--- src/hw/rtl/erts_pkg.sv ---
`default_nettype none

package erts_pkg;

  localparam int unsigned CfgIdxW  = 2;
  localparam int unsigned CfgDataW = 16;

  typedef enum logic [CfgIdxW-1:0] {
    REG_HEADER_SKIP = 2'd0,
    REG_TERMINATOR  = 2'd1,
    REG_STRING_TYPE = 2'd2
  } cfg_reg_e;

  localparam logic [7:0]  HeaderSkipRst = 8'd8;
  localparam logic [15:0] TerminatorRst = 16'hb33f;
  localparam logic [15:0] StringTypeRst = 16'd2;

  typedef enum logic [2:0] {
    PH_HEADER  = 3'd0,
    PH_TYPE_LO = 3'd1,
    PH_TYPE_HI = 3'd2,
    PH_LEN_LO  = 3'd3,
    PH_LEN_HI  = 3'd4,
    PH_PAYLOAD = 3'd5
  } phase_e;

  typedef struct packed {
    logic [7:0]  header_skip_bytes;
    logic [15:0] terminator_type;
    logic [15:0] string_type;
  } cfg_t;

  typedef struct packed {
    logic [7:0] in_byte;
    logic       buffer_end;
  } in_item_t;

  typedef struct packed {
    logic [7:0] out_byte;
    logic       has_byte;
    logic       string_end;
    logic       truncated;
  } out_item_t;

  // one parsed byte, as handed from the parser to the output buffer
  typedef struct packed {
    logic      emit;
    out_item_t item;
  } parse_res_t;

endpackage

`default_nettype wire

--- src/hw/rtl/event_record_tlv_string_extractor_unit.sv ---
// Pulls string payloads out of a stream of type-length-value event records.
// Input channel: one buffer byte per transaction (in_valid_i / stall_o), with
// buffer_end set on the final byte of a buffer. Each record skips
// header_skip_bytes bytes, then walks 16-bit little-endian type and length
// fields; payload bytes of string-type arguments leave on the output channel
// (out_valid_o / stall_i) with string_end on the last one. A byte waits in
// the input register, then goes through the parser into the output register
// or its skid. Throughput is one byte per cycle while the skid is empty;
// bytes that produce no result are simply consumed. The output register has a
// one-entry skid stage behind it, so a stall on stall_i only pushes back on
// the input once the skid is full. Reset clears the parser to the header
// phase and loads the registers with skip 8, terminator 0xb33f, string type
// 2. Registers are written through cfg_we_i / cfg_idx_i / cfg_wdata_i while
// the block is idle, a rule on the user that the block does not enforce.
// A buffer that ends inside a record yields a result with truncated set.
`default_nettype none

module event_record_tlv_string_extractor_unit import erts_pkg::*; (
  input  wire                 clk_i,
  input  wire                 rst_ni,
  input  wire                 in_valid_i,
  input  in_item_t            in_data_i,
  output logic                stall_o,
  output logic                out_valid_o,
  output out_item_t           out_data_o,
  input  wire                 stall_i,
  input  wire                 cfg_we_i,
  input  wire [CfgIdxW-1:0]   cfg_idx_i,
  input  wire [CfgDataW-1:0]  cfg_wdata_i
);

  cfg_t       cfg_q;
  logic       in_valid_q;
  in_item_t   in_q;
  logic       advance;
  logic       step;
  logic       in_accept;
  parse_res_t res;
  logic       out_valid_q, out_valid_d;
  out_item_t  out_q, out_d;
  logic       skid_valid_q, skid_valid_d;
  out_item_t  skid_q, skid_d;
  logic       pop;
  logic       push;

  always_ff @(posedge clk_i or negedge rst_ni) begin
    if (!rst_ni) begin
      cfg_q.header_skip_bytes <= HeaderSkipRst;
      cfg_q.terminator_type   <= TerminatorRst;
      cfg_q.string_type       <= StringTypeRst;
    end else if (cfg_we_i) begin
      unique case (cfg_reg_e'(cfg_idx_i))
        REG_HEADER_SKIP: cfg_q.header_skip_bytes <= cfg_wdata_i[7:0];
        REG_TERMINATOR:  cfg_q.terminator_type   <= cfg_wdata_i;
        REG_STRING_TYPE: cfg_q.string_type       <= cfg_wdata_i;
        default: ;
      endcase
    end
  end

  // parser steps only when the skid has room for a possible result
  assign advance   = !skid_valid_q;
  assign step      = in_valid_q && advance;
  assign stall_o   = in_valid_q && !advance;
  assign in_accept = in_valid_i && !stall_o;

  always_ff @(posedge clk_i or negedge rst_ni) begin
    if (!rst_ni) begin
      in_valid_q <= 1'b0;
    end else begin
      in_valid_q <= in_accept || stall_o;
    end
  end

  always_ff @(posedge clk_i) begin
    if (in_accept) begin
      in_q <= in_data_i;
    end
  end

  erts_parser u_parser (
    .clk_i  (clk_i),
    .rst_ni (rst_ni),
    .step_i (step),
    .item_i (in_q),
    .cfg_i  (cfg_q),
    .res_o  (res)
  );

  assign push = step && res.emit;
  assign pop  = out_valid_q && !stall_i;

  always_comb begin
    out_valid_d  = out_valid_q;
    out_d        = out_q;
    skid_valid_d = skid_valid_q;
    skid_d       = skid_q;
    if (!out_valid_q || pop) begin
      if (skid_valid_q) begin
        out_valid_d  = 1'b1;
        out_d        = skid_q;
        skid_valid_d = push;
        skid_d       = res.item;
      end else begin
        out_valid_d = push;
        out_d       = res.item;
      end
    end else if (push) begin
      skid_valid_d = 1'b1;
      skid_d       = res.item;
    end
  end

  always_ff @(posedge clk_i or negedge rst_ni) begin
    if (!rst_ni) begin
      out_valid_q  <= 1'b0;
      skid_valid_q <= 1'b0;
    end else begin
      out_valid_q  <= out_valid_d;
      skid_valid_q <= skid_valid_d;
    end
  end

  always_ff @(posedge clk_i) begin
    out_q  <= out_d;
    skid_q <= skid_d;
  end

  assign out_valid_o = out_valid_q;
  assign out_data_o  = out_q;

`ifndef ASSERT_OFF
  a_skid_behind_out: assert property (@(posedge clk_i) disable iff (!rst_ni)
    skid_valid_q |-> out_valid_q)
    else $error("skid holds a transaction while the output register is empty");

  a_no_push_when_full: assert property (@(posedge clk_i) disable iff (!rst_ni)
    push |-> !skid_valid_q)
    else $error("result produced with no room in the output buffer");

  a_stall_has_item: assert property (@(posedge clk_i) disable iff (!rst_ni)
    stall_o |-> in_valid_q)
    else $error("input stalled with an empty input register");

  a_marker_meaning: assert property (@(posedge clk_i) disable iff (!rst_ni)
    (push && !res.item.has_byte) |->
      ((res.item.string_end || res.item.truncated) && res.item.out_byte == 8'd0))
    else $error("marker result carries neither end nor truncation");
`endif

endmodule

`default_nettype wire

--- src/hw/rtl/erts_parser.sv ---
`default_nettype none

module erts_parser import erts_pkg::*; (
  input  wire        clk_i,
  input  wire        rst_ni,
  input  wire        step_i,
  input  in_item_t   item_i,
  input  cfg_t       cfg_i,
  output parse_res_t res_o
);

  phase_e      phase_q, phase_d;
  logic [15:0] cnt_q, cnt_d;
  logic [7:0]  type_lo_q, type_lo_d;
  logic [7:0]  len_lo_q, len_lo_d;
  logic        str_q, str_d;
  logic [15:0] type_word;
  logic [15:0] len_word;
  logic [15:0] cnt_dec;

  assign type_word = {item_i.in_byte, type_lo_q};
  assign len_word  = {item_i.in_byte, len_lo_q};

  always_comb begin
    phase_d   = phase_q;
    cnt_d     = cnt_q;
    type_lo_d = type_lo_q;
    len_lo_d  = len_lo_q;
    str_d     = str_q;
    cnt_dec   = cnt_q - 16'd1;
    res_o     = '0;

    // header done once the skip count reaches the live register value
    if (phase_d == PH_HEADER && cnt_d >= {8'd0, cfg_i.header_skip_bytes}) begin
      phase_d = PH_TYPE_LO;
      cnt_d   = '0;
    end

    unique case (phase_d)
      PH_TYPE_LO: begin
        type_lo_d = item_i.in_byte;
        phase_d   = PH_TYPE_HI;
      end
      PH_TYPE_HI: begin
        if (type_word == cfg_i.terminator_type) begin
          phase_d = PH_HEADER;
          cnt_d   = '0;
          str_d   = 1'b0;
        end else begin
          str_d   = (type_word == cfg_i.string_type);
          phase_d = PH_LEN_LO;
        end
      end
      PH_LEN_LO: begin
        len_lo_d = item_i.in_byte;
        phase_d  = PH_LEN_HI;
      end
      PH_LEN_HI: begin
        if (len_word == 16'd0) begin
          // empty string gives a lone end marker
          if (str_q) begin
            res_o.emit            = 1'b1;
            res_o.item.string_end = 1'b1;
          end
          str_d   = 1'b0;
          phase_d = PH_TYPE_LO;
        end else begin
          cnt_d   = len_word;
          phase_d = PH_PAYLOAD;
        end
      end
      PH_PAYLOAD: begin
        cnt_d = cnt_dec;
        if (str_q) begin
          res_o.emit            = 1'b1;
          res_o.item.out_byte   = item_i.in_byte;
          res_o.item.has_byte   = 1'b1;
          res_o.item.string_end = (cnt_dec == 16'd0);
        end
        if (cnt_dec == 16'd0) begin
          str_d   = 1'b0;
          phase_d = PH_TYPE_LO;
        end
      end
      default: begin
        phase_d = PH_HEADER;
        cnt_d   = cnt_d + 16'd1;
      end
    endcase

    if (item_i.buffer_end) begin
      if (!(phase_d == PH_HEADER && cnt_d == 16'd0)) begin
        res_o.emit           = 1'b1;
        res_o.item.truncated = 1'b1;
      end
      phase_d   = PH_HEADER;
      cnt_d     = '0;
      type_lo_d = '0;
      len_lo_d  = '0;
      str_d     = 1'b0;
    end
  end

  always_ff @(posedge clk_i or negedge rst_ni) begin
    if (!rst_ni) begin
      phase_q   <= PH_HEADER;
      cnt_q     <= '0;
      type_lo_q <= '0;
      len_lo_q  <= '0;
      str_q     <= 1'b0;
    end else if (step_i) begin
      phase_q   <= phase_d;
      cnt_q     <= cnt_d;
      type_lo_q <= type_lo_d;
      len_lo_q  <= len_lo_d;
      str_q     <= str_d;
    end
  end

endmodule

`default_nettype wire
--- config.mk ---
export PLATFORM = sky130hd
export DESIGN_NAME = event_record_tlv_string_extractor_unit
export DESIGN_NICKNAME = d
export VERILOG_FILES = /design/src/hw/rtl/erts_pkg.sv /design/src/hw/rtl/event_record_tlv_string_extractor_unit.sv /design/src/hw/rtl/erts_parser.sv
export SDC_FILE = /design/constraint.sdc
export NUM_CORES = 1
export LEC_CHECK = 0
export BUFFER_PORTS_ARGS = -buffer_cell sky130_fd_sc_hd__buf_2
export CORE_MARGIN = 8
export CORE_UTILIZATION = 40
export CTS_CLUSTER_DIAMETER = 30
export DETAILED_ROUTE_END_ITERATION = 8
export PLACE_DENSITY = 0.59
export SLEW_MARGIN = 20
export SYNTH_ARGS = -nofsm -noshare
export SYNTH_HDL_FRONTEND = slang
export SYNTH_SLANG_ARGS = --single-unit
--- constraint.sdc ---
create_clock -name clk_i -period 5.3 [get_ports clk_i]
set_clock_uncertainty 0.15 [all_clocks]
set_input_delay 0 -clock clk_i [delete_from_list [all_inputs] [get_ports clk_i]]
set_output_delay 0 -clock clk_i [all_outputs]
set_load 0.03 [all_outputs]
# After elaboration in Yosys (flattened, before gate mapping)
# Index checks and enable logic that the tools add are counted.
# word_totals
regBits	110
input_bits	32
word_cells	105
memories	0
ram_bits	0
out_inout_bits	13
romBits	0
latch_bits	0
# op_classes
bitwise_logic	0
magnitude_cmp	1
n_reduce_logical	31
add_sub_neg	2
mul	0
n_mux	38
n_eq_ne	12
n_div	0
shifts	0
# ops
cell	n
$mux 16	4
$pmux 16 s4	1
$mux 11	5
$logic_not 16->1	3
$eq 16x16->1	2
$mux 8	4
$add 16x1->16 const B	1
$ge 16x8->1	1
$sub 16x1->16 const B	1
$pmux 3 s5	1
$mux 1	14
$mux 3	4
$reduce_and 2->1	6
$mux 9	1
$logic_and 1x1->1	7
$eq 3x2->1 const B	2
$eq 3x3->1 const B	2
$logic_not 3->1	2
$ne 3x2->1 const B	2
$reduce_bool 2->1	3
$logic_not 1->1	4
$pmux 1 s2	2
$reduce_and 4->1	1
$reduce_bool 4->1	1
9 further kinds	10

# Logic depth before layout (Yosys ltp)
# logic_depth
word_depth	13
ltp_mapped	18
ltp_nobuf	18

# By module
# Synthesis repeated with hierarchy kept, for this count alone.
# unflattened
cells_unflattened	573
area_unflattened_um2	6153.4
# by_module_without_submodules
module	instances	seq_area_each_um2	area_per_inst_um2	cells_each
erts_parser	1	900.9	3412.0	431
event_record_tlv_string_extractor_unit	1	2023.2	2741.4	142

# Worst setup path before layout
# No wires, ideal clock.
# synth_timing
kind	reg2reg
from	reg u_parser.cnt_q[12]
to	reg skid_q[0] (netlist name) (enable)
period_less_slack_ns	4.447
path_buffers	1
arrival_time_ns	3.896
setup_slack_ns	0.853
t_required_ns	4.749
setup_ns	0.401
path_stages_with_launch	18
cell_sequence	dfrtp_1 -> buf_2 -> or3_4 -> nor3_2 -> o2111ai_1 -> or2_1 -> a21oi_1 -> ha_1 -> nand2_1 -> nor3_1 -> nand4_1 -> xor2_1 -> nor2_1 -> a221oi_1 -> nand4_1 -> or4_4 -> nor2_1 -> o21ai_0
# synth_between
elab_chain_cells	13
word_cells_on_any_way	27
cone_classes	2 x add/sub; 1 x order compare; 5 x eq/ne; 10 x mux; 9 x reduce/logical
# synth_rtl
item	line	source
from (decl)	erts_parser.sv:13	logic [15:0] cnt_q, cnt_d;
from (signal assigned)	erts_parser.sv:113	cnt_q <= cnt_d;
parallel branches: the longest is 9 deep, another holds $ge 16x8->1	--	
$mux 1 *	erts_parser.sv:91	if (item_i.buffer_end) begin
$logic_and 1x1->1 *	event_record_tlv_string_extractor_unit.sv:90	assign push = step && res.emit;
$reduce_bool 2->1 (no source line) *	--	
$reduce_and 2->1 (no source line) *	--	
to (signal assigned)	event_record_tlv_string_extractor_unit.sv:126	skid_q <= skid_d;
to (decl)	event_record_tlv_string_extractor_unit.sv:42	out_item_t skid_q, skid_d;
# Every way passes the cells marked *.
# A chain may end at the register's enable or synchronous reset.

# Worst setup path in the final report
# layout_timing
from	reg u_parser.cnt_q[0]
to	reg skid_q[10] (netlist name) (enable)
# The elaborated chain is that of the path after synthesis.

==> impl_metrics.prom <==
# TYPE chip_impl_metric gauge
chip_impl_metric{name="max_freq",unit="MHz"} 213
chip_impl_metric{name="yosys.area_share.adder",unit=""} 0.0224
chip_impl_info{name="tritoncts",value="done"} 1
chip_impl_metric{name="synth_compound_gate_area_share",unit=""} 0.140
chip_impl_metric{name="timing_hold_violations_final",unit=""} 1
chip_impl_info{name="cts_root_buffer",value="clkbuf_16"} 1
chip_impl_metric{name="antenna_diode_instance_count",unit=""} 0
chip_impl_metric{name="worst-path-buf-inv",unit=""} 2
chip_impl_metric{name="rows",unit=""} 45
chip_impl_metric{name="yosysSeqAreaShare",unit=""} 0.475
chip_impl_metric{name="syn_area",unit="mm2"} 0.00616
chip_impl_metric{name="timing.setup.tns",unit="ps"} 0
chip_impl_metric{name="htreeDepth",unit=""} 3
chip_impl_metric{name="grt_pass1_vias",unit=""} 5059
chip_impl_metric{name="cts_max_path_buffers",unit=""} 2
chip_impl_metric{name="path_clk_slew",unit="ps"} 70
chip_impl_metric{name="clock_sink_count",unit=""} 110
chip_impl_metric{name="post_synth_and_or_nand_nor_area_fraction",unit=""} 0.178
chip_impl_info{name="synth_flop_cell",value="dfrtp_1"} 1
chip_impl_metric{name="gp_congestion",unit=""} 0.944
chip_impl_metric{name="clock_insertion_delay_at_the_later_pin_of_the_skew_report",unit="ps"} 360
chip_impl_metric{name="layout.nets",unit=""} 718
chip_impl_metric{name="number_of_instances_in_the_synthesized_netlist",unit=""} 601
chip_impl_metric{name="via_per_inst",unit=""} 5.76
chip_impl_metric{name="post_dp_cell_area",unit="mm2"} 0.00656
chip_impl_info{name="worstPathCellList",value="inv_1 -> ha_1 -> and3_1 -> o21ai_0 -> a311oi_1 -> or2_1 -> a21oi_1 -> ha_1 -> nand2_1 -> nor3_2 -> nand4_1 -> xor2_1 -> nor2_1 -> a221oi_1 -> nand4_1 -> or4_4 -> nor2_1 -> o21ai_0 -> buf_4"} 1
chip_impl_metric{name="grt_start_max_net_pins",unit=""} 80
chip_impl_info{name="critPathLaunchType",value="register"} 1
chip_impl_info{name="endpoint_kind",value="register"} 1
chip_impl_metric{name="io_buffers",unit=""} 44
chip_impl_metric{name="cap_viol_max_count",unit=""} 0
chip_impl_info{name="hold_path_class",value="input pin to register"} 1
chip_impl_metric{name="drt_pre_antenna_iters",unit=""} 5
chip_impl_metric{name="placeableCoreArea",unit="mm2"} 0.0151
chip_impl_metric{name="grtUsageTotal",unit=""} 0.184
chip_impl_metric{name="initial_utilization",unit=""} 0.407
chip_impl_metric{name="wirelength",unit="um"} 17800
chip_impl_metric{name="synth_nets",unit=""} 644
chip_impl_metric{name="numCtsBuffers",unit=""} 9
chip_impl_metric{name="clock_period_minus_worst_slack",unit="ps"} 4680
chip_impl_metric{name="instances_no_fill",unit=""} 868
chip_impl_metric{name="fin_area",unit="mm2"} 0.00726
chip_impl_metric{name="detailedRoute.firstIterationViolations",unit=""} 404
chip_impl_info{name="failed_checks",value="hold timing"} 1
chip_impl_metric{name="grt_first_pass_wirelength",unit="um"} 28200
chip_impl_metric{name="hold-worst-slack",unit="ps"} -5.37
chip_impl_info{name="critical_path_class",value="register to register"} 1
chip_impl_metric{name="syn_avg_cell_area",unit="um2"} 10.2
chip_impl_metric{name="cp_data_required_time",unit="ps"} 5260
chip_impl_metric{name="grt_overflow_total",unit=""} 0
chip_impl_metric{name="powerDensity",unit="mW/mm2"} 432
chip_impl_info{name="timing.critical_path.max_delay_family",value="simple AND/OR/NAND/NOR gates"} 1
chip_impl_metric{name="utilization",unit=""} 0.479
chip_impl_metric{name="drt.antenna.violating_nets",unit=""} 0
chip_impl_metric{name="place.detailed.hpwl",unit="um"} 12700
chip_impl_metric{name="vias",unit=""} 4996
chip_impl_metric{name="drcViolationCount",unit=""} 0
chip_impl_metric{name="timing_max_transition_violations_final",unit=""} 0
chip_impl_metric{name="n_fill_cell",unit=""} 1378
chip_impl_metric{name="period_share",unit=""} 0.884
chip_impl_metric{name="syn_to_final_growth",unit="%"} 17.9
chip_impl_metric{name="asyncSetResetFlopFracSynth",unit=""} 0.718
chip_impl_metric{name="max_slew_margin",unit=""} 0.270
chip_impl_metric{name="number_of_enable_type_register_cells_in_the_synthesized_netlist",unit=""} 31
chip_impl_metric{name="die_area",unit="mm2"} 0.0196
chip_impl_metric{name="critical_path.max_fanout",unit=""} 11
chip_impl_metric{name="yosys_warnings",unit=""} 0
chip_impl_info{name="crit_path_top_delay_cell",value="or4_4"} 1
chip_impl_metric{name="arrival_time_of_the_worst_setup_path",unit="ps"} 4640
chip_impl_metric{name="ys_ff_latch",unit=""} 110
chip_impl_metric{name="die-height",unit="um"} 140
chip_impl_info{name="run_status",value="complete, but fails checks"} 1
chip_impl_metric{name="leakage",unit="nW"} 2.97
chip_impl_metric{name="io_pins",unit=""} 45
chip_impl_metric{name="synthDistinctLibCells",unit=""} 64
chip_impl_info{name="synth_top_family_by_area",value="simple AND/OR/NAND/NOR gates"} 1
chip_impl_metric{name="ir_drop",unit="uV"} 253
chip_impl_metric{name="worst_slew_pin_slew",unit="ps"} 1080
chip_impl_metric{name="die_x",unit="um"} 140
chip_impl_metric{name="synth.area.mux_share",unit=""} 0.0821
chip_impl_info{name="setup_repair_after_global_routing_missed_its_margin",value="no"} 1
chip_impl_metric{name="number_of_endpoints_failing_setup_at_the_final_stage",unit=""} 0
chip_impl_metric{name="antenna_found_initial",unit=""} 0
chip_impl_metric{name="slowest_delay",unit="ps"} 520
chip_impl_metric{name="wl_per_cell",unit="um"} 20.5
chip_impl_metric{name="synth-xor-area-share",unit=""} 0.0697
chip_impl_metric{name="drive_gt1_frac",unit=""} 0.207
chip_impl_metric{name="placed_cells",unit=""} 812
==> flip-flops by register name, summed over array words and instances (netlist names) <==
register / cells
cfg_q: 40
in_q: 9
in_valid_q: 1
out_data_o: 11
out_valid_o: 1
skid_q: 11
skid_valid_q: 1
u_parser.cnt_q: 16
u_parser.len_lo_q: 8
u_parser.phase_q: 3
u_parser.str_q: 1
u_parser.type_lo_q: 8
==> per-layer routing <==
metal / track usage / vias up / part of all wire
li1: - / 2326 / -
met1: 0.236 / 2468 / 0.44
met4: 0.0714 / 0 / 0.030
met3: 0.0401 / 43 / 0.054
met2: 0.298 / 159 / 0.47
met5: 0 / - / 0
==> cells in the final DEF (no fill, tap or decap), types with 3 or more instances in the layout <==
cell type	netlist	layout
dfrtp_1	66	66
nand2_1	62	62
o21ai_0	59	59
mux2_2	44	44
buf_2	6	43
dlygate4sd3_1	0	40
edfxtp_1	31	31
xnor2_1	27	27
nor2_1	25	25
xor2_1	22	22
a21oi_1	18	18
nor4_1	16	16
nand2b_1	16	16
inv_1	15	15
nor3_1	14	13
nand4_1	13	13
dfstp_2	13	13
and2_1	12	12
buf_4	0	12
ha_1	11	11
clkbuf_16	0	9
nor2b_1	8	8
nand3_1	7	7
a22o_1	6	6
a211oi_1	6	6
nor3b_1	5	5
or3_1	5	5
a221oi_1	5	5
and3_1	4	4
nand3b_1	4	4
o31a_1	4	4
o22ai_1	4	4
or4_4	3	3
o31ai_1	3	3
==> Yosys cell counts, types with 14 or more instances <==
library cell	n	area share
nor2_1	25	0.015
dfrtp_1	66	0.27
nand2b_1	16	0.016
edfxtp_1	31	0.15
mux2_2	44	0.080
nor4_1	16	0.016
inv_1	15	0.0091
o21ai_0	59	0.048
clkbuf_1	25	0.015
nand2_1	62	0.038
xnor2_1	27	0.038
a21oi_1	18	0.015
nor3_1	14	0.011
xor2_1	22	0.031
==> worst paths after layout <==
kind,cells past startpoint,to,slack [ps],from
worst min register to register,1,cfg_q[3],380,cfg_q[3]
worst min-delay path,4,cfg_q[36],-5,cfg_idx_i[0]
worst max register to register,19,skid_q[10],620,u_parser.cnt_q[0]
min in group asynchronous,2,u_parser.cnt_q[4],50,rst_ni
worst max-delay path,19,skid_q[10],620,u_parser.cnt_q[0]
max in group asynchronous,2,cfg_q[36],4390,rst_ni
==> timing repair <==
| action | CTS | global route |
|---|---|---|
| gates resized for setup | 0 | 1 |
| hold buffers | 40 | 0 |
| setup buffers | 0 | 0 |
| setup endpoints to repair | 0 | 11 |
| endpoints found under the hold margin | 116 | 0 |
==> final cells by class <==
cell class	instances	area, um2	share of cell area
tap	188	235	0.0324
sequential	110	2920	0.403
clock inverter	3	28.8	0.00397
inverter	15	56.3	0.00776
timing repair buffer	96	717	0.0988
multi-input combinational	443	3040	0.418
clock buffer	13	260	0.0359
==> through the flow <==
| step | total power (W) | setup WS, ps |
|---|---|---|
| floorplan | 0.00205 | 853 |
| global placement | 0.00243 | 585 |
| detailed placement | 0.00243 | 527 |
| CTS | 0.00315 | 502 |
| global route | 0.00332 | 111 |
| finish | 0.00314 | 616 |
==> logic make-up (layout without fill, tap and decap cells) <==
logic type | count (synthesis) | after routing
XOR/XNOR | 49 | 49
AO/OA/AOI/OAI | 134 | 134
multiplexers | 45 | 45
buffers and inverters | 48 | 127
AND/OR/NAND/NOR | 204 | 204
adder cells (fa/ha/maj) | 11 | 11
flip-flops | 110 | 110
==> power breakdown <==
group	switching, W	internal [W]
clock	0.000320	0.000352
sequential	0.000162	0.00106
combinational	0.000755	0.000487
==> worst register-to-register path, delay by kind of cell (launching register included) <==
kind	cells	cell delay, ps
AND/OR/NAND/NOR	9	1830
AO/OA/AOI/OAI	5	860
adder cells (fa/ha/maj)	2	600
flip-flops	1	460
buffers and inverters	2	350
XOR/XNOR	1	170
Power figures use the tool's default switching activity.
